[src/rtl/lsp_pkg.sv]
`timescale 1ns / 1ps
// ----------------------------------------------------------------------------
// lsp_pkg
// Shared types and constants for the LED strip pattern pixel generator.
// ----------------------------------------------------------------------------
package lsp_pkg;

  localparam int MAX_PIXELS = 1024;

  localparam int IDX_W   = 10;
  localparam int STEP_W  = 11;
  localparam int PH_W    = 2;
  localparam int CNT_W   = 11;
  localparam int COLOR_W = 24;
  localparam int MODE_W  = 3;
  localparam int POS_W   = 8;
  localparam int CFG_IDX_W = 2;

  // rainbow cycle position = index * 256 / count, one quotient bit per divide step
  localparam int QUO_W               = POS_W;
  localparam int DIV_STEPS_PER_STAGE = 2;
  localparam int DIV_STAGES          = QUO_W / DIV_STEPS_PER_STAGE;
  // decode stage, divide stages, color/output stage
  localparam int NSTAGE              = DIV_STAGES + 2;

  localparam logic [CNT_W-1:0] MAX_PIXELS_C = CNT_W'(MAX_PIXELS);

  typedef enum logic [MODE_W-1:0] {
    MODE_FILL       = 3'd0,
    MODE_PERCENT    = 3'd1,
    MODE_WIPE       = 3'd2,
    MODE_RAINBOW    = 3'd3,
    MODE_CYCLE      = 3'd4,
    MODE_CHASE      = 3'd5,
    MODE_CHASE_RB   = 3'd6
  } lsp_mode_e;

  typedef enum logic [CFG_IDX_W-1:0] {
    REG_MODE        = 2'd0,
    REG_FILL_COLOR  = 2'd1,
    REG_PIXEL_COUNT = 2'd2,
    REG_LIT_COUNT   = 2'd3
  } lsp_reg_e;

  // effective configuration: counts already capped
  typedef struct packed {
    lsp_mode_e          mode;
    logic [COLOR_W-1:0] fill_color;
    logic [CNT_W-1:0]   count;
    logic [CNT_W-1:0]   lit;
  } lsp_cfg_t;

  typedef struct packed {
    logic [IDX_W-1:0] idx;
    logic [POS_W-1:0] step8;
    logic             in_range;
    logic             lit_ok;
    logic             wipe_ok;
    logic             match3;
    logic [POS_W-1:0] wpos;
    logic [CNT_W-1:0] rem;
    logic [QUO_W-1:0] quo;
  } lsp_item_t;

  typedef struct packed {
    logic [COLOR_W-1:0] color;
    logic               we;
    logic [IDX_W-1:0]   idx;
  } lsp_out_t;

endpackage

[src/rtl/lsp_decode.sv]
`timescale 1ns / 1ps
// ----------------------------------------------------------------------------
// lsp_decode
// Front stage: range checks, chase phase match and wheel positions.
// ----------------------------------------------------------------------------
module lsp_decode (
  input  lsp_pkg::lsp_cfg_t               cfg_i,
  input  logic [lsp_pkg::IDX_W-1:0]       pixel_index_i,
  input  logic [lsp_pkg::STEP_W-1:0]      frame_step_i,
  input  logic [lsp_pkg::PH_W-1:0]        phase_i,
  output lsp_pkg::lsp_item_t              item_o
);

  localparam logic [8:0] MOD255 = 9'd255;

  // 4^k = 1 mod 3, so sum the base-4 digits
  function automatic logic [1:0] mod3(input logic [lsp_pkg::IDX_W-1:0] v);
    logic [3:0] s;
    s = 4'({2'b00, v[1:0]}) + 4'({2'b00, v[3:2]}) + 4'({2'b00, v[5:4]})
      + 4'({2'b00, v[7:6]}) + 4'({2'b00, v[9:8]});
    case (s)
      4'd0, 4'd3, 4'd6, 4'd9, 4'd12, 4'd15: mod3 = 2'd0;
      4'd1, 4'd4, 4'd7, 4'd10, 4'd13:       mod3 = 2'd1;
      default:                              mod3 = 2'd2;
    endcase
  endfunction

  logic [lsp_pkg::CNT_W-1:0] idx_w;
  logic [lsp_pkg::CNT_W:0]   cr_sum;
  logic [8:0]                cr_fold;
  logic [lsp_pkg::POS_W-1:0] cr_pos;
  logic [lsp_pkg::STEP_W-1:0] rb_sum;

  assign idx_w = {1'b0, pixel_index_i};

  // chase rainbow: ((idx - phase) + step) mod 255, 256 = 1 mod 255
  assign cr_sum  = {2'b00, pixel_index_i} - {10'd0, phase_i} + {1'b0, frame_step_i};
  assign cr_fold = {5'd0, cr_sum[11:8]} + {1'b0, cr_sum[7:0]};
  assign cr_pos  = (cr_fold >= MOD255) ? 8'(cr_fold - MOD255) : cr_fold[7:0];

  assign rb_sum  = idx_w + frame_step_i;

  always_comb begin
    item_o.idx      = pixel_index_i;
    item_o.step8    = frame_step_i[lsp_pkg::POS_W-1:0];
    item_o.in_range = idx_w < cfg_i.count;
    item_o.lit_ok   = idx_w < cfg_i.lit;
    item_o.wipe_ok  = idx_w <= frame_step_i;
    item_o.match3   = {1'b0, mod3(pixel_index_i)} == phase_i;
    item_o.wpos     = (cfg_i.mode == lsp_pkg::MODE_CHASE_RB) ? cr_pos
                                                             : rb_sum[lsp_pkg::POS_W-1:0];
    // idx < count, so the partial remainder starts at idx
    item_o.rem      = idx_w;
    item_o.quo      = '0;
  end

endmodule

[src/rtl/lsp_div_stage.sv]
`timescale 1ns / 1ps
// ----------------------------------------------------------------------------
// lsp_div_stage
// Restoring divide steps for index * 256 / count, DIV_STEPS_PER_STAGE quotient bits a stage.
// ----------------------------------------------------------------------------
module lsp_div_stage (
  input  lsp_pkg::lsp_item_t         item_i,
  input  logic [lsp_pkg::CNT_W-1:0]  count_i,
  output lsp_pkg::lsp_item_t         item_o
);

  always_comb begin
    logic [lsp_pkg::CNT_W:0] r2;
    item_o = item_i;
    for (int s = 0; s < lsp_pkg::DIV_STEPS_PER_STAGE; s++) begin
      r2 = {item_o.rem, 1'b0};
      if (r2 >= {1'b0, count_i}) begin
        r2 = r2 - {1'b0, count_i};
        item_o.quo = {item_o.quo[lsp_pkg::QUO_W-2:0], 1'b1};
      end else begin
        item_o.quo = {item_o.quo[lsp_pkg::QUO_W-2:0], 1'b0};
      end
      item_o.rem = r2[lsp_pkg::CNT_W-1:0];
    end
  end

endmodule

[src/rtl/lsp_color.sv]
`timescale 1ns / 1ps
// ----------------------------------------------------------------------------
// lsp_color
// Back stage: wheel lookup and per-mode color / write flag selection.
// ----------------------------------------------------------------------------
module lsp_color (
  input  lsp_pkg::lsp_cfg_t   cfg_i,
  input  lsp_pkg::lsp_item_t  item_i,
  output lsp_pkg::lsp_out_t   pix_o
);

  localparam logic [7:0] SEG1 = 8'd85;
  localparam logic [7:0] SEG2 = 8'd170;
  localparam logic [7:0] FULL = 8'd255;

  // three-segment wheel on the reversed position
  function automatic logic [23:0] wheel(input logic [7:0] pos);
    logic [7:0] p;
    logic [7:0] q;
    logic [9:0] t3;
    logic [7:0] u;
    logic [7:0] v;
    p = ~pos;
    if (p < SEG1) begin
      q = p;
    end else if (p < SEG2) begin
      q = p - SEG1;
    end else begin
      q = p - SEG2;
    end
    t3 = {2'b00, q} + {1'b0, q, 1'b0};
    u  = t3[7:0];
    v  = FULL - u;
    if (p < SEG1) begin
      wheel = {v, 8'h00, u};
    end else if (p < SEG2) begin
      wheel = {8'h00, u, v};
    end else begin
      wheel = {u, v, 8'h00};
    end
  endfunction

  logic [lsp_pkg::POS_W-1:0]   pos;
  logic [lsp_pkg::COLOR_W-1:0] wcol;

  assign pos  = (cfg_i.mode == lsp_pkg::MODE_CYCLE) ? (item_i.quo + item_i.step8)
                                                    : item_i.wpos;
  assign wcol = wheel(pos);

  always_comb begin
    logic                       we;
    logic [lsp_pkg::COLOR_W-1:0] c;
    we = 1'b0;
    c  = '0;
    case (cfg_i.mode)
      lsp_pkg::MODE_FILL: begin
        we = 1'b1;
        c  = cfg_i.fill_color;
      end
      lsp_pkg::MODE_PERCENT: begin
        we = item_i.lit_ok;
        c  = cfg_i.fill_color;
      end
      lsp_pkg::MODE_WIPE: begin
        we = item_i.wipe_ok;
        c  = cfg_i.fill_color;
      end
      lsp_pkg::MODE_RAINBOW, lsp_pkg::MODE_CYCLE: begin
        we = 1'b1;
        c  = wcol;
      end
      lsp_pkg::MODE_CHASE: begin
        we = 1'b1;
        c  = item_i.match3 ? cfg_i.fill_color : '0;
      end
      lsp_pkg::MODE_CHASE_RB: begin
        we = 1'b1;
        c  = item_i.match3 ? wcol : '0;
      end
      default: begin
        we = 1'b0;
      end
    endcase
    we        = we & item_i.in_range;
    pix_o.we    = we;
    pix_o.color = we ? c : '0;
    pix_o.idx   = item_i.idx;
  end

endmodule

[src/rtl/led_strip_pattern_pixel_generator.sv]
`timescale 1ns / 1ps
// Pipeline: an accepted request moves through the decode register, four divide
//   stages of two quotient bits each and the color/output register.
// Throughput: one pixel per cycle unless out_ready_i stalls; divide stages set depth.
// Reset: mode rainbow, fill color 0, pixel count 1024, lit count 0, pipeline empty.
// ----------------------------------------------------------------------------
// led_strip_pattern_pixel_generator
// Per-pixel LED strip color generator: fill, percent, wipe, rainbow, cycle and chase modes.
// ----------------------------------------------------------------------------
module led_strip_pattern_pixel_generator (
  input  logic                              clk_i,
  input  logic                              rst_ni,
  input  logic                              cfg_we_i,
  input  logic [lsp_pkg::CFG_IDX_W-1:0]     cfg_index_i,
  input  logic [lsp_pkg::COLOR_W-1:0]       cfg_data_i,
  input  logic                              in_valid_i,
  output logic                              in_ready_o,
  input  logic [lsp_pkg::IDX_W-1:0]         pixel_index_i,
  input  logic [lsp_pkg::STEP_W-1:0]        frame_step_i,
  input  logic [lsp_pkg::PH_W-1:0]          phase_i,
  output logic                              out_valid_o,
  input  logic                              out_ready_i,
  output logic [lsp_pkg::COLOR_W-1:0]       pixel_color_o,
  output logic                              write_enable_o,
  output logic [lsp_pkg::IDX_W-1:0]         index_echo_o
);

  localparam int NS = lsp_pkg::NSTAGE;
  localparam int ND = lsp_pkg::DIV_STAGES;

  lsp_pkg::lsp_mode_e          mode_q;
  logic [lsp_pkg::COLOR_W-1:0] fill_q;
  logic [lsp_pkg::CNT_W-1:0]   count_q;
  logic [lsp_pkg::CNT_W-1:0]   lit_q;
  lsp_pkg::lsp_cfg_t           cfg;
  logic [lsp_pkg::CNT_W-1:0]   n_eff;

  logic [NS-1:0]               v_q;
  logic [NS:0]                 adv;
  lsp_pkg::lsp_item_t          st_q   [ND+1];
  lsp_pkg::lsp_item_t          div_out[ND];
  lsp_pkg::lsp_item_t          dec_item;
  lsp_pkg::lsp_out_t           pix_d;
  lsp_pkg::lsp_out_t           out_q;

  always_ff @(posedge clk_i or negedge rst_ni) begin
    if (!rst_ni) begin
      mode_q  <= lsp_pkg::MODE_RAINBOW;
      fill_q  <= '0;
      count_q <= lsp_pkg::MAX_PIXELS_C;
      lit_q   <= '0;
    end else if (cfg_we_i) begin
      case (cfg_index_i)
        lsp_pkg::REG_MODE:        mode_q  <= lsp_pkg::lsp_mode_e'(cfg_data_i[lsp_pkg::MODE_W-1:0]);
        lsp_pkg::REG_FILL_COLOR:  fill_q  <= cfg_data_i;
        lsp_pkg::REG_PIXEL_COUNT: count_q <= cfg_data_i[lsp_pkg::CNT_W-1:0];
        lsp_pkg::REG_LIT_COUNT:   lit_q   <= cfg_data_i[lsp_pkg::CNT_W-1:0];
        default: ;
      endcase
    end
  end

  assign n_eff = (count_q < lsp_pkg::MAX_PIXELS_C) ? count_q : lsp_pkg::MAX_PIXELS_C;

  always_comb begin
    cfg.mode       = mode_q;
    cfg.fill_color = fill_q;
    cfg.count      = n_eff;
    cfg.lit        = (lit_q < n_eff) ? lit_q : n_eff;
  end

  // a stage advances when it is empty or the stage after it advances
  always_comb begin
    adv[NS] = out_ready_i;
    for (int k = NS - 1; k >= 0; k--) begin
      adv[k] = !v_q[k] || adv[k+1];
    end
  end

  assign in_ready_o = adv[0];

  lsp_decode u_decode (
    .cfg_i         (cfg),
    .pixel_index_i (pixel_index_i),
    .frame_step_i  (frame_step_i),
    .phase_i       (phase_i),
    .item_o        (dec_item)
  );

  for (genvar g = 0; g < ND; g++) begin : g_div
    lsp_div_stage u_div (
      .item_i  (st_q[g]),
      .count_i (n_eff),
      .item_o  (div_out[g])
    );
  end

  lsp_color u_color (
    .cfg_i  (cfg),
    .item_i (st_q[ND]),
    .pix_o  (pix_d)
  );

  always_ff @(posedge clk_i or negedge rst_ni) begin
    if (!rst_ni) begin
      v_q <= '0;
    end else begin
      if (adv[0]) begin
        v_q[0] <= in_valid_i;
      end
      for (int k = 1; k < NS; k++) begin
        if (adv[k]) begin
          v_q[k] <= v_q[k-1];
        end
      end
    end
  end

  always_ff @(posedge clk_i) begin
    if (adv[0]) begin
      st_q[0] <= dec_item;
    end
    for (int k = 1; k <= ND; k++) begin
      if (adv[k]) begin
        st_q[k] <= div_out[k-1];
      end
    end
    if (adv[NS-1]) begin
      out_q <= pix_d;
    end
  end

  assign out_valid_o    = v_q[NS-1];
  assign pixel_color_o  = out_q.color;
  assign write_enable_o = out_q.we;
  assign index_echo_o   = out_q.idx;

  // back-pressure only comes from a full pipe with a blocked output
  a_stall_source: assert property (@(posedge clk_i) disable iff (!rst_ni)
    !in_ready_o |-> (out_valid_o && !out_ready_i))
    else $error("input stalled without output back-pressure");

  // skipped pixels carry no color
  a_no_write_black: assert property (@(posedge clk_i) disable iff (!rst_ni)
    (out_valid_o && !write_enable_o) |-> (pixel_color_o == '0))
    else $error("color present on a pixel that is not written");

  // a request leaving decode lands in the first divide stage
  a_decode_moves: assert property (@(posedge clk_i) disable iff (!rst_ni)
    (v_q[0] && adv[1]) |=> v_q[1])
    else $error("request lost between decode and divide");

  // an accepted request always enters the pipe
  a_accept_enters: assert property (@(posedge clk_i) disable iff (!rst_ni)
    (in_valid_i && in_ready_o) |=> v_q[0])
    else $error("accepted request not captured");

endmodule

[config.mk]
export PLATFORM = sky130hd
export DESIGN_NAME = led_strip_pattern_pixel_generator
export DESIGN_NICKNAME = d
export VERILOG_FILES = /design/src/rtl/lsp_pkg.sv /design/src/rtl/lsp_decode.sv /design/src/rtl/lsp_div_stage.sv /design/src/rtl/lsp_color.sv /design/src/rtl/led_strip_pattern_pixel_generator.sv
export SDC_FILE = /design/constraint.sdc
export NUM_CORES = 1
export LEC_CHECK = 0
export ABC_CLOCK_PERIOD_IN_PS = 8100
export CAP_MARGIN = 0
export CORE_ASPECT_RATIO = 0.75
export CORE_UTILIZATION = 55
export CTS_CLUSTER_DIAMETER = 200
export DETAILED_ROUTE_END_ITERATION = 12
export DONT_BUFFER_PORTS = 1
export PLACE_DENSITY_LB_ADDON = 0.3
export SLEW_MARGIN = 20
export SYNTH_ARGS = -nofsm -noshare
export SYNTH_HDL_FRONTEND = slang
export SYNTH_SLANG_ARGS = --single-unit
[constraint.sdc]
create_clock -name clk_i -period 8.1 [get_ports clk_i]
set_clock_uncertainty 0.15 [all_clocks]
set_input_delay 0.81 -clock clk_i [delete_from_list [all_inputs] [get_ports clk_i]]
set_output_delay 0.81 -clock clk_i [all_outputs]
set_load 0.02 [all_outputs]
* After elaboration in Yosys (flattened, before gate mapping)
Memories as Yosys holds them, arrays and structs flattened.
Cells that the tools add are included.
** Operators by class
- $add $sub $neg :: 22
- Order comparisons :: 16
- Eq/ne operators :: 10
- Muxes and demuxes :: 39
- Bitwise operators :: 2
- Reductions and logical operators :: 21
** Operator list (count)
- $mux 11 :: 10
- $ge 12x11->1 :: 8
- $mux 24 :: 4
- $pmux 24 s4 :: 1
- $sub 11x11->11 :: 8
- $mux 8 :: 5
- $add 8x8->8 :: 3
- $lt 10x11->1 :: 2
- $mux 1 :: 18
- $sub 8x8->8 const B :: 2
- $add 12x11->12 :: 1
- $add 4x2->4 :: 3
- $le 10x11->1 :: 1
- $lt 11x11->1 :: 1
- $lt 11x11->1 const B :: 1
- $sub 10x2->11 :: 1
- $add 4x8->9 :: 1
- $eq 3x3->1 const B :: 3
- $ge 9x8->1 const B :: 1
- $lt 8x7->1 const B :: 1
- $lt 8x8->1 const B :: 1
- $not 8->8 :: 1
- $reduce_and 2->1 :: 4
- $sub 8x7->8 const B :: 1
- other kinds (16) :: 28
** Storage, ports and cells
- Flip-flop bits (word level) :: 90
- Memory bits (writable) :: 245
- Memory bits (read-only) :: 32
- Input port bits :: 54
- Logic and storage cells :: 125
- Memories kept :: 2
** Memory list
- st_q :: words 5, bits a word 49, rd ports 5, clocked after memory_dff 0, wr ports 5, RTL line led_strip_pattern_pixel_generator.sv:40 : lsp_pkg::lsp_item_t st_q [ND+1];
- (name not given) :: words 16, bits a word 2, rd ports 1, clocked after memory_dff 0, wr ports 0, RTL line lsp_decode.sv:21 : case (s)

* Logic depth before layout (Yosys ltp)
Gate-level depths: netlist of run 1.
An unclocked memory read counts as a cell.
- Depth after elaboration :: 13
- Gate-level depth with buffers :: 24

* Hierarchy
From an unflattened synthesis of run 1, not the netlist that was laid out.
** Unflattened totals
- Cell total of the unflattened synthesis :: 1996
- Area total of the unflattened synthesis :: 22600.4 um^2
** By module, submodules not included
- led_strip_pattern_pixel_generator :: instances 1, cells an instance 464, area an instance 10934.2 um^2
- lsp_div_stage :: instances 4, cells an instance 204, area an instance 1625.3 um^2
- lsp_decode :: instances 1, cells an instance 384, area an instance 2925.3 um^2
- lsp_color :: instances 1, cells an instance 332, area an instance 2239.6 um^2

* Worst setup path before layout of run 1
Ideal clock, no wire load.
- Kind :: input-to-reg
- Start :: input port pixel_index_i[0] in the netlist's numbering
- End :: memory st_q[0][20] in the netlist's numbering (data pin)
- Library setup time :: 0.268 ns
- Data arrival time :: 5.223 ns
- Slack :: 2.458 ns
- Cell stages on the path :: 23
- Buffers on the path :: 0
- Cells stage by stage :: inv_1 ha_1 inv_1 fa_1 xnor2_1 ha_1 o21a_1 a211oi_2 o21bai_1 a21oi_1 o21bai_1 and2_1 o41a_1 xor2_1 ha_1 nand2_1 o21ai_0 or2_2 and3_1 o2111a_1 o211ai_2 mux2i_1 mux2i_1
** RTL lines
- from (decl) :: RTL line led_strip_pattern_pixel_generator.sv:18 : input logic [lsp_pkg::IDX_W-1:0] pixel_index_i,
- to (decl) :: RTL line led_strip_pattern_pixel_generator.sv:40

==> impl_metrics.prom, run 1 <==
# TYPE chip_impl_metric gauge
chip_impl_metric{name="filler_free_cell_count_of_the_finished_design",unit=""} 2016
chip_impl_metric{name="synth_nets",unit=""} 1796
chip_impl_metric{name="hpwlAfterDp",unit="um"} 29600
chip_impl_metric{name="routed_wl",unit="um"} 41000
chip_impl_metric{name="asyncSetResetFlopFracSynth",unit=""} 0.188
chip_impl_metric{name="cts_resized",unit=""} 0
chip_impl_metric{name="i_o_pins",unit=""} 91
chip_impl_info{name="ys.flop_type",value="sky130_fd_sc_hd__edfxtp_1"} 1
chip_impl_metric{name="synth.avg_cell_area",unit="um2"} 11.7
chip_impl_metric{name="drive_gt1_frac",unit=""} 0.128
chip_impl_metric{name="grt_pass1_wl",unit="um"} 64400
chip_impl_metric{name="synthesis.area",unit="mm2"} 0.0180
chip_impl_metric{name="clock_tree.htree_level_count",unit=""} 1
chip_impl_metric{name="final_max_tran_viols",unit=""} 0
chip_impl_metric{name="max_freq",unit="MHz"} 143
chip_impl_metric{name="switching_share",unit=""} 0.412
chip_impl_metric{name="all_layer_gr_usage",unit=""} 0.246
chip_impl_info{name="critical_path.endpoint_type",value="flop"} 1
chip_impl_info{name="criticalPathCategory",value="reg2reg"} 1
chip_impl_metric{name="p_int",unit="uW"} 5580
chip_impl_metric{name="place_inst",unit=""} 1960
chip_impl_metric{name="route.detailed.drc",unit=""} 0
chip_impl_metric{name="antenna_left",unit=""} 0
chip_impl_metric{name="io_buffers",unit=""} 0
chip_impl_metric{name="synth-seq-cells",unit=""} 293
chip_impl_metric{name="fin_worst_hold_slack",unit="ps"} 174
chip_impl_metric{name="critPathMaxStageDelay",unit="ps"} 840
chip_impl_metric{name="insertedDiodeCount",unit=""} 0
chip_impl_metric{name="cts.reportedPaths.clkPinSlew",unit="ps"} 70
chip_impl_metric{name="clk_latency",unit="ps"} 570
chip_impl_metric{name="filler_cell_count",unit=""} 2497
chip_impl_metric{name="worst-path-buf-inv",unit=""} 3
chip_impl_metric{name="num_vias",unit=""} 12200
chip_impl_metric{name="cts_num_sinks",unit=""} 293
chip_impl_metric{name="syn-instance-count",unit=""} 1543
chip_impl_info{name="synth.area.top_cells",value="sky130_fd_sc_hd__edfxtp_1 40%, sky130_fd_sc_hd__ha_1 13%, sky130_fd_sc_hd__dfrtp_1 7.2%"} 1
chip_impl_metric{name="power.ir.vdd_worst",unit="mV"} 0.310
chip_impl_metric{name="hold_violations",unit=""} 0
chip_impl_info{name="cts.root.buffer_cell",value="sky130_fd_sc_hd__clkbuf_16"} 1
chip_impl_metric{name="combPwrFrac",unit=""} 0.582
chip_impl_info{name="timing.critical_path.mode_cell",value="sky130_fd_sc_hd__a21oi_1"} 1
chip_impl_metric{name="post-route-min-period",unit="ps"} 7020
chip_impl_metric{name="critPathArrivalTime",unit="ps"} 7190
chip_impl_metric{name="drt-vias-per-instance",unit=""} 6.07
chip_impl_metric{name="seqPwrFrac",unit=""} 0.271
chip_impl_metric{name="post_synth_num_cell_types",unit=""} 95
chip_impl_metric{name="die_height",unit="um"} 159
chip_impl_metric{name="finalNetCount",unit=""} 1811
chip_impl_metric{name="synth-seq-area-share",unit=""} 0.474
chip_impl_metric{name="average_routed_wire_per_standard_cell",unit="um"} 20.3
chip_impl_info{name="synth_area_leader_cell",value="sky130_fd_sc_hd__edfxtp_1"} 1
chip_impl_metric{name="grt_overflow_total",unit=""} 0
chip_impl_metric{name="area_delta_synth_final",unit="%"} 8.47
chip_impl_metric{name="initial_antenna_violation_count",unit=""} 1
chip_impl_metric{name="start_util",unit=""} 0.567
chip_impl_metric{name="cts_buffer_depth",unit=""} 3
chip_impl_info{name="status",value="complete, no violations"} 1
chip_impl_metric{name="power.static_leakage",unit="uW"} 0.00778
chip_impl_metric{name="layout.core_utilization",unit=""} 0.615
chip_impl_metric{name="setup_total_negative_slack",unit="ps"} 0
chip_impl_metric{name="placeableCoreArea",unit="mm2"} 0.0317
chip_impl_metric{name="cts_inserted_buffers",unit=""} 29
chip_impl_info{name="timing.critical_path.slowest_stage_cell",value="sky130_fd_sc_hd__a21oi_1"} 1
chip_impl_metric{name="switching_power",unit="uW"} 3910
chip_impl_metric{name="p_clk_frac",unit=""} 0.147
chip_impl_metric{name="total_of_max_cap_violations",unit=""} 0
chip_impl_info{name="setup_repair_after_global_routing_missed_its_margin",value="no"} 1
chip_impl_metric{name="layout_worst_path_cycle_share",unit=""} 0.866
chip_impl_metric{name="synth_enable_flop_cells",unit=""} 238
chip_impl_info{name="startpoint_type",value="flop"} 1
chip_impl_info{name="crit_family",value="compound AO/OA/AOI/OAI gates"} 1
chip_impl_metric{name="synth_top_cell_area_share",unit=""} 0.397
chip_impl_metric{name="tightestPinTransition",unit="ps"} 1060
chip_impl_metric{name="ys.warnings.count",unit=""} 0
chip_impl_metric{name="initialDrtViolationCount",unit=""} 1006
chip_impl_metric{name="drtPass1Iterations",unit=""} 5
chip_impl_metric{name="gpl.final_weighted_congestion",unit=""} 0.889
chip_impl_metric{name="die_x_extent",unit="um"} 211
chip_impl_metric{name="timing.critical_path.fanout_max",unit=""} 20
chip_impl_metric{name="maximum_number_of_pins_on_one_net_before_global_route_repair",unit=""} 56
chip_impl_metric{name="placementRows",unit=""} 56
chip_impl_metric{name="max-slew-margin-rel",unit=""} 0.290
chip_impl_info{name="min_path_type",value="in2reg"} 1
chip_impl_metric{name="fp.dieArea",unit="mm2"} 0.0335
chip_impl_info{name="tritoncts",value="yes"} 1
chip_impl_metric{name="grt_pass1_vias",unit=""} 11800
chip_impl_metric{name="critPathRequiredTime",unit="ps"} 8270
chip_impl_metric{name="power_density",unit="mW/mm2"} 486
chip_impl_info{name="cp_cell_sequence",value="inv_1, nand2_1, inv_1, fa_1, nor2b_1, o21a_1, o21ai_1, a21oi_1, o41a_1, nor2b_1, buf_4, mux2_2, ha_1, a21o_1, a21oi_1, a21boi_0, o21a_1, o21ai_0, a21oi_1, a21oi_1, mux2_2"} 1
chip_impl_metric{name="finalSetupViolations",unit=""} 0
==> per-layer routing <==
metal / vias to the layer above / wire length, um / track usage
met4: 2 / 982 / 0.0626
met5: - / 13 / 0
met1: 5949 / 19200 / 0.363
met3: 65 / 3390 / 0.0556
li1: 5793 / - / -
met2: 421 / 17400 / 0.363
==> metrics by stage <==
| stage | setup WS (ps) | area [um2] | total power (uW) |
|---|---|---|---|
| after detailed placement | 1130 | 18500 | 7980 |
| after CTS | 1090 | 19500 | 9440 |
| final | 1080 | 19500 | 9490 |
| after global placement | 1360 | 18500 | 7790 |
| after floorplan | 2460 | 18000 | 6860 |
| after global routing | 560 | 19500 | 10200 |
==> Yosys cell counts (23+ instances only) <==
library cell and number:
sky130_fd_sc_hd__nor3_1 33, sky130_fd_sc_hd__nor2b_1 26, sky130_fd_sc_hd__xnor2_1 65, sky130_fd_sc_hd__ha_1 184, sky130_fd_sc_hd__nand3_1 34, sky130_fd_sc_hd__o21ai_0 66, sky130_fd_sc_hd__dfrtp_1 52, sky130_fd_sc_hd__nor2_1 100
sky130_fd_sc_hd__inv_1 89, sky130_fd_sc_hd__a21oi_1 91, sky130_fd_sc_hd__mux2_2 90, sky130_fd_sc_hd__nand2_1 85, sky130_fd_sc_hd__xor2_1 33, sky130_fd_sc_hd__edfxtp_1 238, sky130_fd_sc_hd__nand2b_1 23
==> cells by family (layout without fill, tap and decap cells) <==
kind of cell / after synthesis / count (layout) / share of synthesized area
adders and majority gates: 199 / 199 / 0.145
AOI/OAI and AO/OA: 343 / 343 / 0.132
xor gates and xnor gates: 98 / 98 / 0.0477
DFF: 293 / 293 / 0.474
and+or+nand+nor: 377 / 377 / 0.105
muxes: 112 / 112 / 0.0698
buffers and inverters: 121 / 159 / 0.0279
==> area by class of cell <==
class / instances / area (um2) / area share
inverters: 91 / 342 / 0.0175
repair buffers: 14 / 128 / 0.00653
flip-flops and latches: 293 / 8530 / 0.437
clock inverters: 11 / 181 / 0.00929
multi-input cells: 1129 / 9000 / 0.461
well taps: 435 / 544 / 0.0279
clock buffers: 43 / 808 / 0.0414
==> layout by cell type (no fill, tap or decap), types with 15 or more instances in the layout <==
cell type / count
sky130_fd_sc_hd__edfxtp_1: 238
sky130_fd_sc_hd__ha_1: 184
sky130_fd_sc_hd__nor2_1: 100
sky130_fd_sc_hd__a21oi_1: 90
sky130_fd_sc_hd__mux2_2: 90
sky130_fd_sc_hd__inv_1: 87
sky130_fd_sc_hd__nand2_1: 83
sky130_fd_sc_hd__o21ai_0: 66
sky130_fd_sc_hd__xnor2_1: 65
sky130_fd_sc_hd__dfrtp_1: 52
sky130_fd_sc_hd__nor3_1: 33
sky130_fd_sc_hd__xor2_1: 33
sky130_fd_sc_hd__nand3_1: 32
sky130_fd_sc_hd__clkbuf_16: 29
sky130_fd_sc_hd__nor2b_1: 26
sky130_fd_sc_hd__nand2b_1: 23
sky130_fd_sc_hd__o21a_1: 20
sky130_fd_sc_hd__a21o_1: 19
sky130_fd_sc_hd__fa_1: 15
==> what timing repair did <==
item | CTS | global route
hold buffers | 2 | 0
setup buffers | 0 | 0
hold endpoints to repair | 55 | 0
==> power by group through the flow <==
stage	logic, uW	registers [uW]	clock network, uW
3_3_place_gp	5200	2590	0
6_report	5520	2570	1390
2_1_floorplan	4370	2500	0
4_1_cts	5450	2570	1420
5_1_grt	6140	2610	1470
3_5_place_dp	5380	2600	0
==> final timing paths <==
| path | slack, ps | endpoint | startpoint | cells past startpoint |
|---|---|---|---|---|
| max in group asynchronous | 6820 | mode_q[1]$_DFFE_PN1P_ | rst_ni | 2 |
| worst min-delay path | 170 | st_q[0][17]$_DFFE_PP_ | pixel_index_i[9] | 0 |
| worst min register to register | 270 | index_echo_o[3]$_DFFE_PP_ | st_q[0][238]$_DFFE_PP_ | 0 |
| worst max-delay path | 1080 | st_q[0][113]$_DFFE_PP_ | count_q[10]$_DFFE_PN1P_ | 21 |
| min in group asynchronous | 700 | fill_q[0]$_DFFE_PN0P_ | rst_ni | 2 |
| worst max register to register | 1080 | st_q[0][113]$_DFFE_PP_ | count_q[10]$_DFFE_PN1P_ | 21 |
==> worst register-to-register path, cell delays in order (launching register included) <==
cell                       delay, ps
sky130_fd_sc_hd__dfstp_2         380
sky130_fd_sc_hd__inv_1           700
sky130_fd_sc_hd__nand2_1         590
sky130_fd_sc_hd__inv_1           400
sky130_fd_sc_hd__fa_1            280
sky130_fd_sc_hd__nor2b_1          60
sky130_fd_sc_hd__o21a_1          180
sky130_fd_sc_hd__o21ai_1         220
sky130_fd_sc_hd__a21oi_1         140
sky130_fd_sc_hd__o41a_1          370
sky130_fd_sc_hd__nor2b_1         120
sky130_fd_sc_hd__buf_4           210
sky130_fd_sc_hd__mux2_2          380
sky130_fd_sc_hd__ha_1            360
sky130_fd_sc_hd__a21o_1          210
sky130_fd_sc_hd__a21oi_1         130
sky130_fd_sc_hd__a21boi_0        110
sky130_fd_sc_hd__o21a_1          190
sky130_fd_sc_hd__o21ai_0         200
sky130_fd_sc_hd__a21oi_1         140
sky130_fd_sc_hd__a21oi_1         840
sky130_fd_sc_hd__mux2_2          430
==> registers in the layout, indices dropped and copies added (netlist names) <==
register	count
v_q	6
mode_q	3
st_q	203
count_q	11
write_enable_o	1
pixel_color_o	24
lit_q	11
index_echo_o	10
fill_q	24
(Power assumes the default switching activity.)
==> run 2: changes to the inputs <==
CORE_UTILIZATION = 31   (was 55)
==> run 2 against run 1 <==
  * Hold slack got worse by 15 ps
  * Clock-buffer cell count down 10
  * Via count decreased by 2.3%
  * Sequential share of layout area shrank 1.2 points
  * Critical endpoint is now st_q[0][64]$_DFFE_PP_
  * Largest cell class unchanged
  * Largest power group unchanged
==> impl_metrics.prom, run 2 (synthesis results as in run 1) <==
# TYPE chip_impl_metric gauge
chip_impl_metric{name="route.detailed.drc",unit=""} 0
chip_impl_metric{name="grt_pass1_vias",unit=""} 11600
chip_impl_metric{name="drtPass1Iterations",unit=""} 5
chip_impl_info{name="criticalPathCategory",value="reg2reg"} 1
chip_impl_metric{name="initial_antenna_violation_count",unit=""} 3
chip_impl_metric{name="placeableCoreArea",unit="mm2"} 0.0574
chip_impl_metric{name="drive_gt1_frac",unit=""} 0.142
chip_impl_metric{name="cts_resized",unit=""} 0
chip_impl_metric{name="finalSetupViolations",unit=""} 0
chip_impl_metric{name="cts_buffer_depth",unit=""} 3
chip_impl_metric{name="met3_length",unit="um"} 2550
chip_impl_metric{name="largest_register_ff_count",unit=""} 203
chip_impl_metric{name="power.static_leakage",unit="uW"} 0.00786
chip_impl_info{name="cts.root.buffer_cell",value="sky130_fd_sc_hd__clkbuf_16"} 1
chip_impl_info{name="layout_common_cells",value="238 x sky130_fd_sc_hd__edfxtp_1, 184 x sky130_fd_sc_hd__ha_1, 100 x sky130_fd_sc_hd__nor2_1"} 1
chip_impl_info{name="top_layer_used",value="met4"} 1
chip_impl_metric{name="maximum_number_of_pins_on_one_net_before_global_route_repair",unit=""} 56
chip_impl_metric{name="power_density",unit="mW/mm2"} 475
chip_impl_info{name="min_path_type",value="in2reg"} 1
chip_impl_metric{name="cts_setup_buffers",unit=""} 0
chip_impl_info{name="critical_path.endpoint_type",value="flop"} 1
chip_impl_info{name="worst_r2r_startpoint",value="count_q[10]$_DFFE_PN1P_"} 1
chip_impl_metric{name="reg2regPathDepth",unit=""} 20
chip_impl_metric{name="dpl-instance-area",unit="mm2"} 0.0190
chip_impl_info{name="tritoncts",value="yes"} 1
chip_impl_info{name="endpoint",value="st_q[0][64]$_DFFE_PP_"} 1
chip_impl_info{name="layout_commonest_cell",value="sky130_fd_sc_hd__edfxtp_1"} 1
chip_impl_info{name="startpoint_type",value="flop"} 1
chip_impl_metric{name="i_o_pins",unit=""} 91
chip_impl_metric{name="met2RoutedLength",unit="um"} 18300
chip_impl_metric{name="clock_tree.htree_level_count",unit=""} 1
chip_impl_metric{name="final_max_tran_viols",unit=""} 0
chip_impl_metric{name="io_buffers",unit=""} 0
chip_impl_metric{name="layout_worst_path_cycle_share",unit=""} 0.777
chip_impl_metric{name="grt_overflow_total",unit=""} 0
chip_impl_metric{name="hold_violations",unit=""} 0
chip_impl_metric{name="average_routed_wire_per_standard_cell",unit="um"} 19.0
chip_impl_metric{name="met1Wirelength",unit="um"} 23500
chip_impl_metric{name="area_delta_synth_final",unit="%"} 11.6
chip_impl_metric{name="routed_wl",unit="um"} 45100
chip_impl_metric{name="timing.critical_path.fanout_max",unit=""} 19
chip_impl_info{name="setup_repair_after_global_routing_missed_its_margin",value="no"} 1
chip_impl_metric{name="fin_worst_hold_slack",unit="ps"} 159
chip_impl_metric{name="critPathArrivalTime",unit="ps"} 6480
chip_impl_metric{name="all_layer_gr_usage",unit=""} 0.152
chip_impl_info{name="status",value="complete, no violations"} 1
chip_impl_metric{name="finalNetCount",unit=""} 1825
chip_impl_metric{name="antenna_left",unit=""} 0
chip_impl_metric{name="hpwlAfterDp",unit="um"} 33000
chip_impl_metric{name="grt_pass1_wl",unit="um"} 69500
chip_impl_metric{name="num_vias",unit=""} 11900
chip_impl_metric{name="start_util",unit=""} 0.314
chip_impl_metric{name="gpl.final_weighted_congestion",unit=""} 0.865
chip_impl_metric{name="max_freq",unit="MHz"} 159
chip_impl_metric{name="power.ir.vdd_worst",unit="mV"} 0.227
chip_impl_metric{name="die_height",unit="um"} 211
chip_impl_metric{name="clk_latency",unit="ps"} 600
chip_impl_metric{name="post-route-min-period",unit="ps"} 6290
chip_impl_metric{name="max-slew-margin-rel",unit=""} 0.283
chip_impl_metric{name="postLayoutCellArea",unit="mm2"} 0.0201
chip_impl_metric{name="total_of_max_cap_violations",unit=""} 0
chip_impl_metric{name="critPathRequiredTime",unit="ps"} 8290
chip_impl_metric{name="setup_total_negative_slack",unit="ps"} 0
chip_impl_metric{name="filler_free_cell_count_of_the_finished_design",unit=""} 2377
chip_impl_metric{name="place_inst",unit=""} 2317
chip_impl_metric{name="placementRows",unit=""} 76
chip_impl_metric{name="tightestPinTransition",unit="ps"} 1070
chip_impl_metric{name="cts_inserted_buffers",unit=""} 31
chip_impl_metric{name="worst_hold_path_cell_count",unit=""} 0
chip_impl_info{name="setup.worst_path.start",value="count_q[10]$_DFFE_PN1P_"} 1
chip_impl_metric{name="cts_num_sinks",unit=""} 293
chip_impl_info{name="r2r-end",value="st_q[0][64]$_DFFE_PP_"} 1
chip_impl_metric{name="drt-vias-per-instance",unit=""} 5.02
chip_impl_metric{name="cts.reportedPaths.clkPinSlew",unit="ps"} 70
chip_impl_metric{name="reg2reg_slack",unit="ps"} 1810
chip_impl_info{name="register_with_the_most_flip_flops",value="st_q"} 1
chip_impl_metric{name="die_x_extent",unit="um"} 280
chip_impl_metric{name="initialDrtViolationCount",unit=""} 962
chip_impl_metric{name="fp.dieArea",unit="mm2"} 0.0591
## run 2: worst min path at each step
| stage | startpoint | end | slack, ps |
|---|---|---|---|
| floorplan | st_q[0][235]$_DFFE_PP_ | index_echo_o[0]$_DFFE_PP_ | 250 |
| global placement | st_q[0][137]$_DFFE_PP_ | st_q[0][186]$_DFFE_PP_ | 250 |
| detailed placement | st_q[0][235]$_DFFE_PP_ | index_echo_o[0]$_DFFE_PP_ | 250 |
| CTS | pixel_index_i[0] | st_q[0][39]$_DFFE_PP_ | 130 |
| global route | pixel_index_i[0] | st_q[0][39]$_DFFE_PP_ | 130 |
| finish | frame_step_i[6] | st_q[0][37]$_DFFE_PP_ | 160 |
## run 2: metal layers
layer  up-vias  GRT usage
met5         -          0
met4         0     0.0277
met3        49     0.0265
met2       304      0.219
met1      5753      0.236
li1       5837          -
## run 2: stage by stage
stage	total power [uW]	worst slack [ps]	utilization
6_report	9550	1810	0.350
5_1_grt	10400	1320	0.350
4_1_cts	9590	1830	0.350
3_5_place_dp	8090	1850	0.331
3_3_place_gp	8000	1860	0.331
2_1_floorplan	6860	2460	-
## run 2: timing repair
action | CTS | global route
endpoints found under the setup margin | 0 | 0
hold endpoints to repair | 55 | 0
hold buffers | 2 | 0
## run 2: critical path, cell delays in order (launching register included)
cell and delay [ps]:
sky130_fd_sc_hd__dfstp_2 560, sky130_fd_sc_hd__nand2b_1 110, sky130_fd_sc_hd__buf_4 250, sky130_fd_sc_hd__clkinv_1 540, sky130_fd_sc_hd__fa_1 650, sky130_fd_sc_hd__nor2b_1 180, sky130_fd_sc_hd__o31a_1 200, sky130_fd_sc_hd__o41ai_1 120
sky130_fd_sc_hd__a21oi_1 210, sky130_fd_sc_hd__a21oi_1 250, sky130_fd_sc_hd__buf_4 250, sky130_fd_sc_hd__o31ai_1 300, sky130_fd_sc_hd__ha_1 350, sky130_fd_sc_hd__or2_2 300, sky130_fd_sc_hd__a21oi_1 170, sky130_fd_sc_hd__a31oi_1 70
sky130_fd_sc_hd__a21oi_1 250, sky130_fd_sc_hd__o21ai_0 130, sky130_fd_sc_hd__nand2_1 100, sky130_fd_sc_hd__and2_1 480, sky130_fd_sc_hd__mux2_2 410
## run 2: layout make-up
class | count | area [um2]
fillers | 5737 | 37300
clock inverters | 24 | 235
multi-input cells | 1129 | 9000
repair buffers | 26 | 218
inverters | 91 | 342
clock buffers | 33 | 803
flip-flops and latches | 293 | 8530
diodes | 1 | 2.50
well taps | 780 | 976
## run 2: power by group
| part | internal, uW | switching [uW] | total (uW) |
|---|---|---|---|
| clock | 796 | 639 | 1430 |
| combinational | 2480 | 3060 | 5540 |
| sequential | 2300 | 286 | 2580 |
| total | 5570 | 3980 | 9550 |
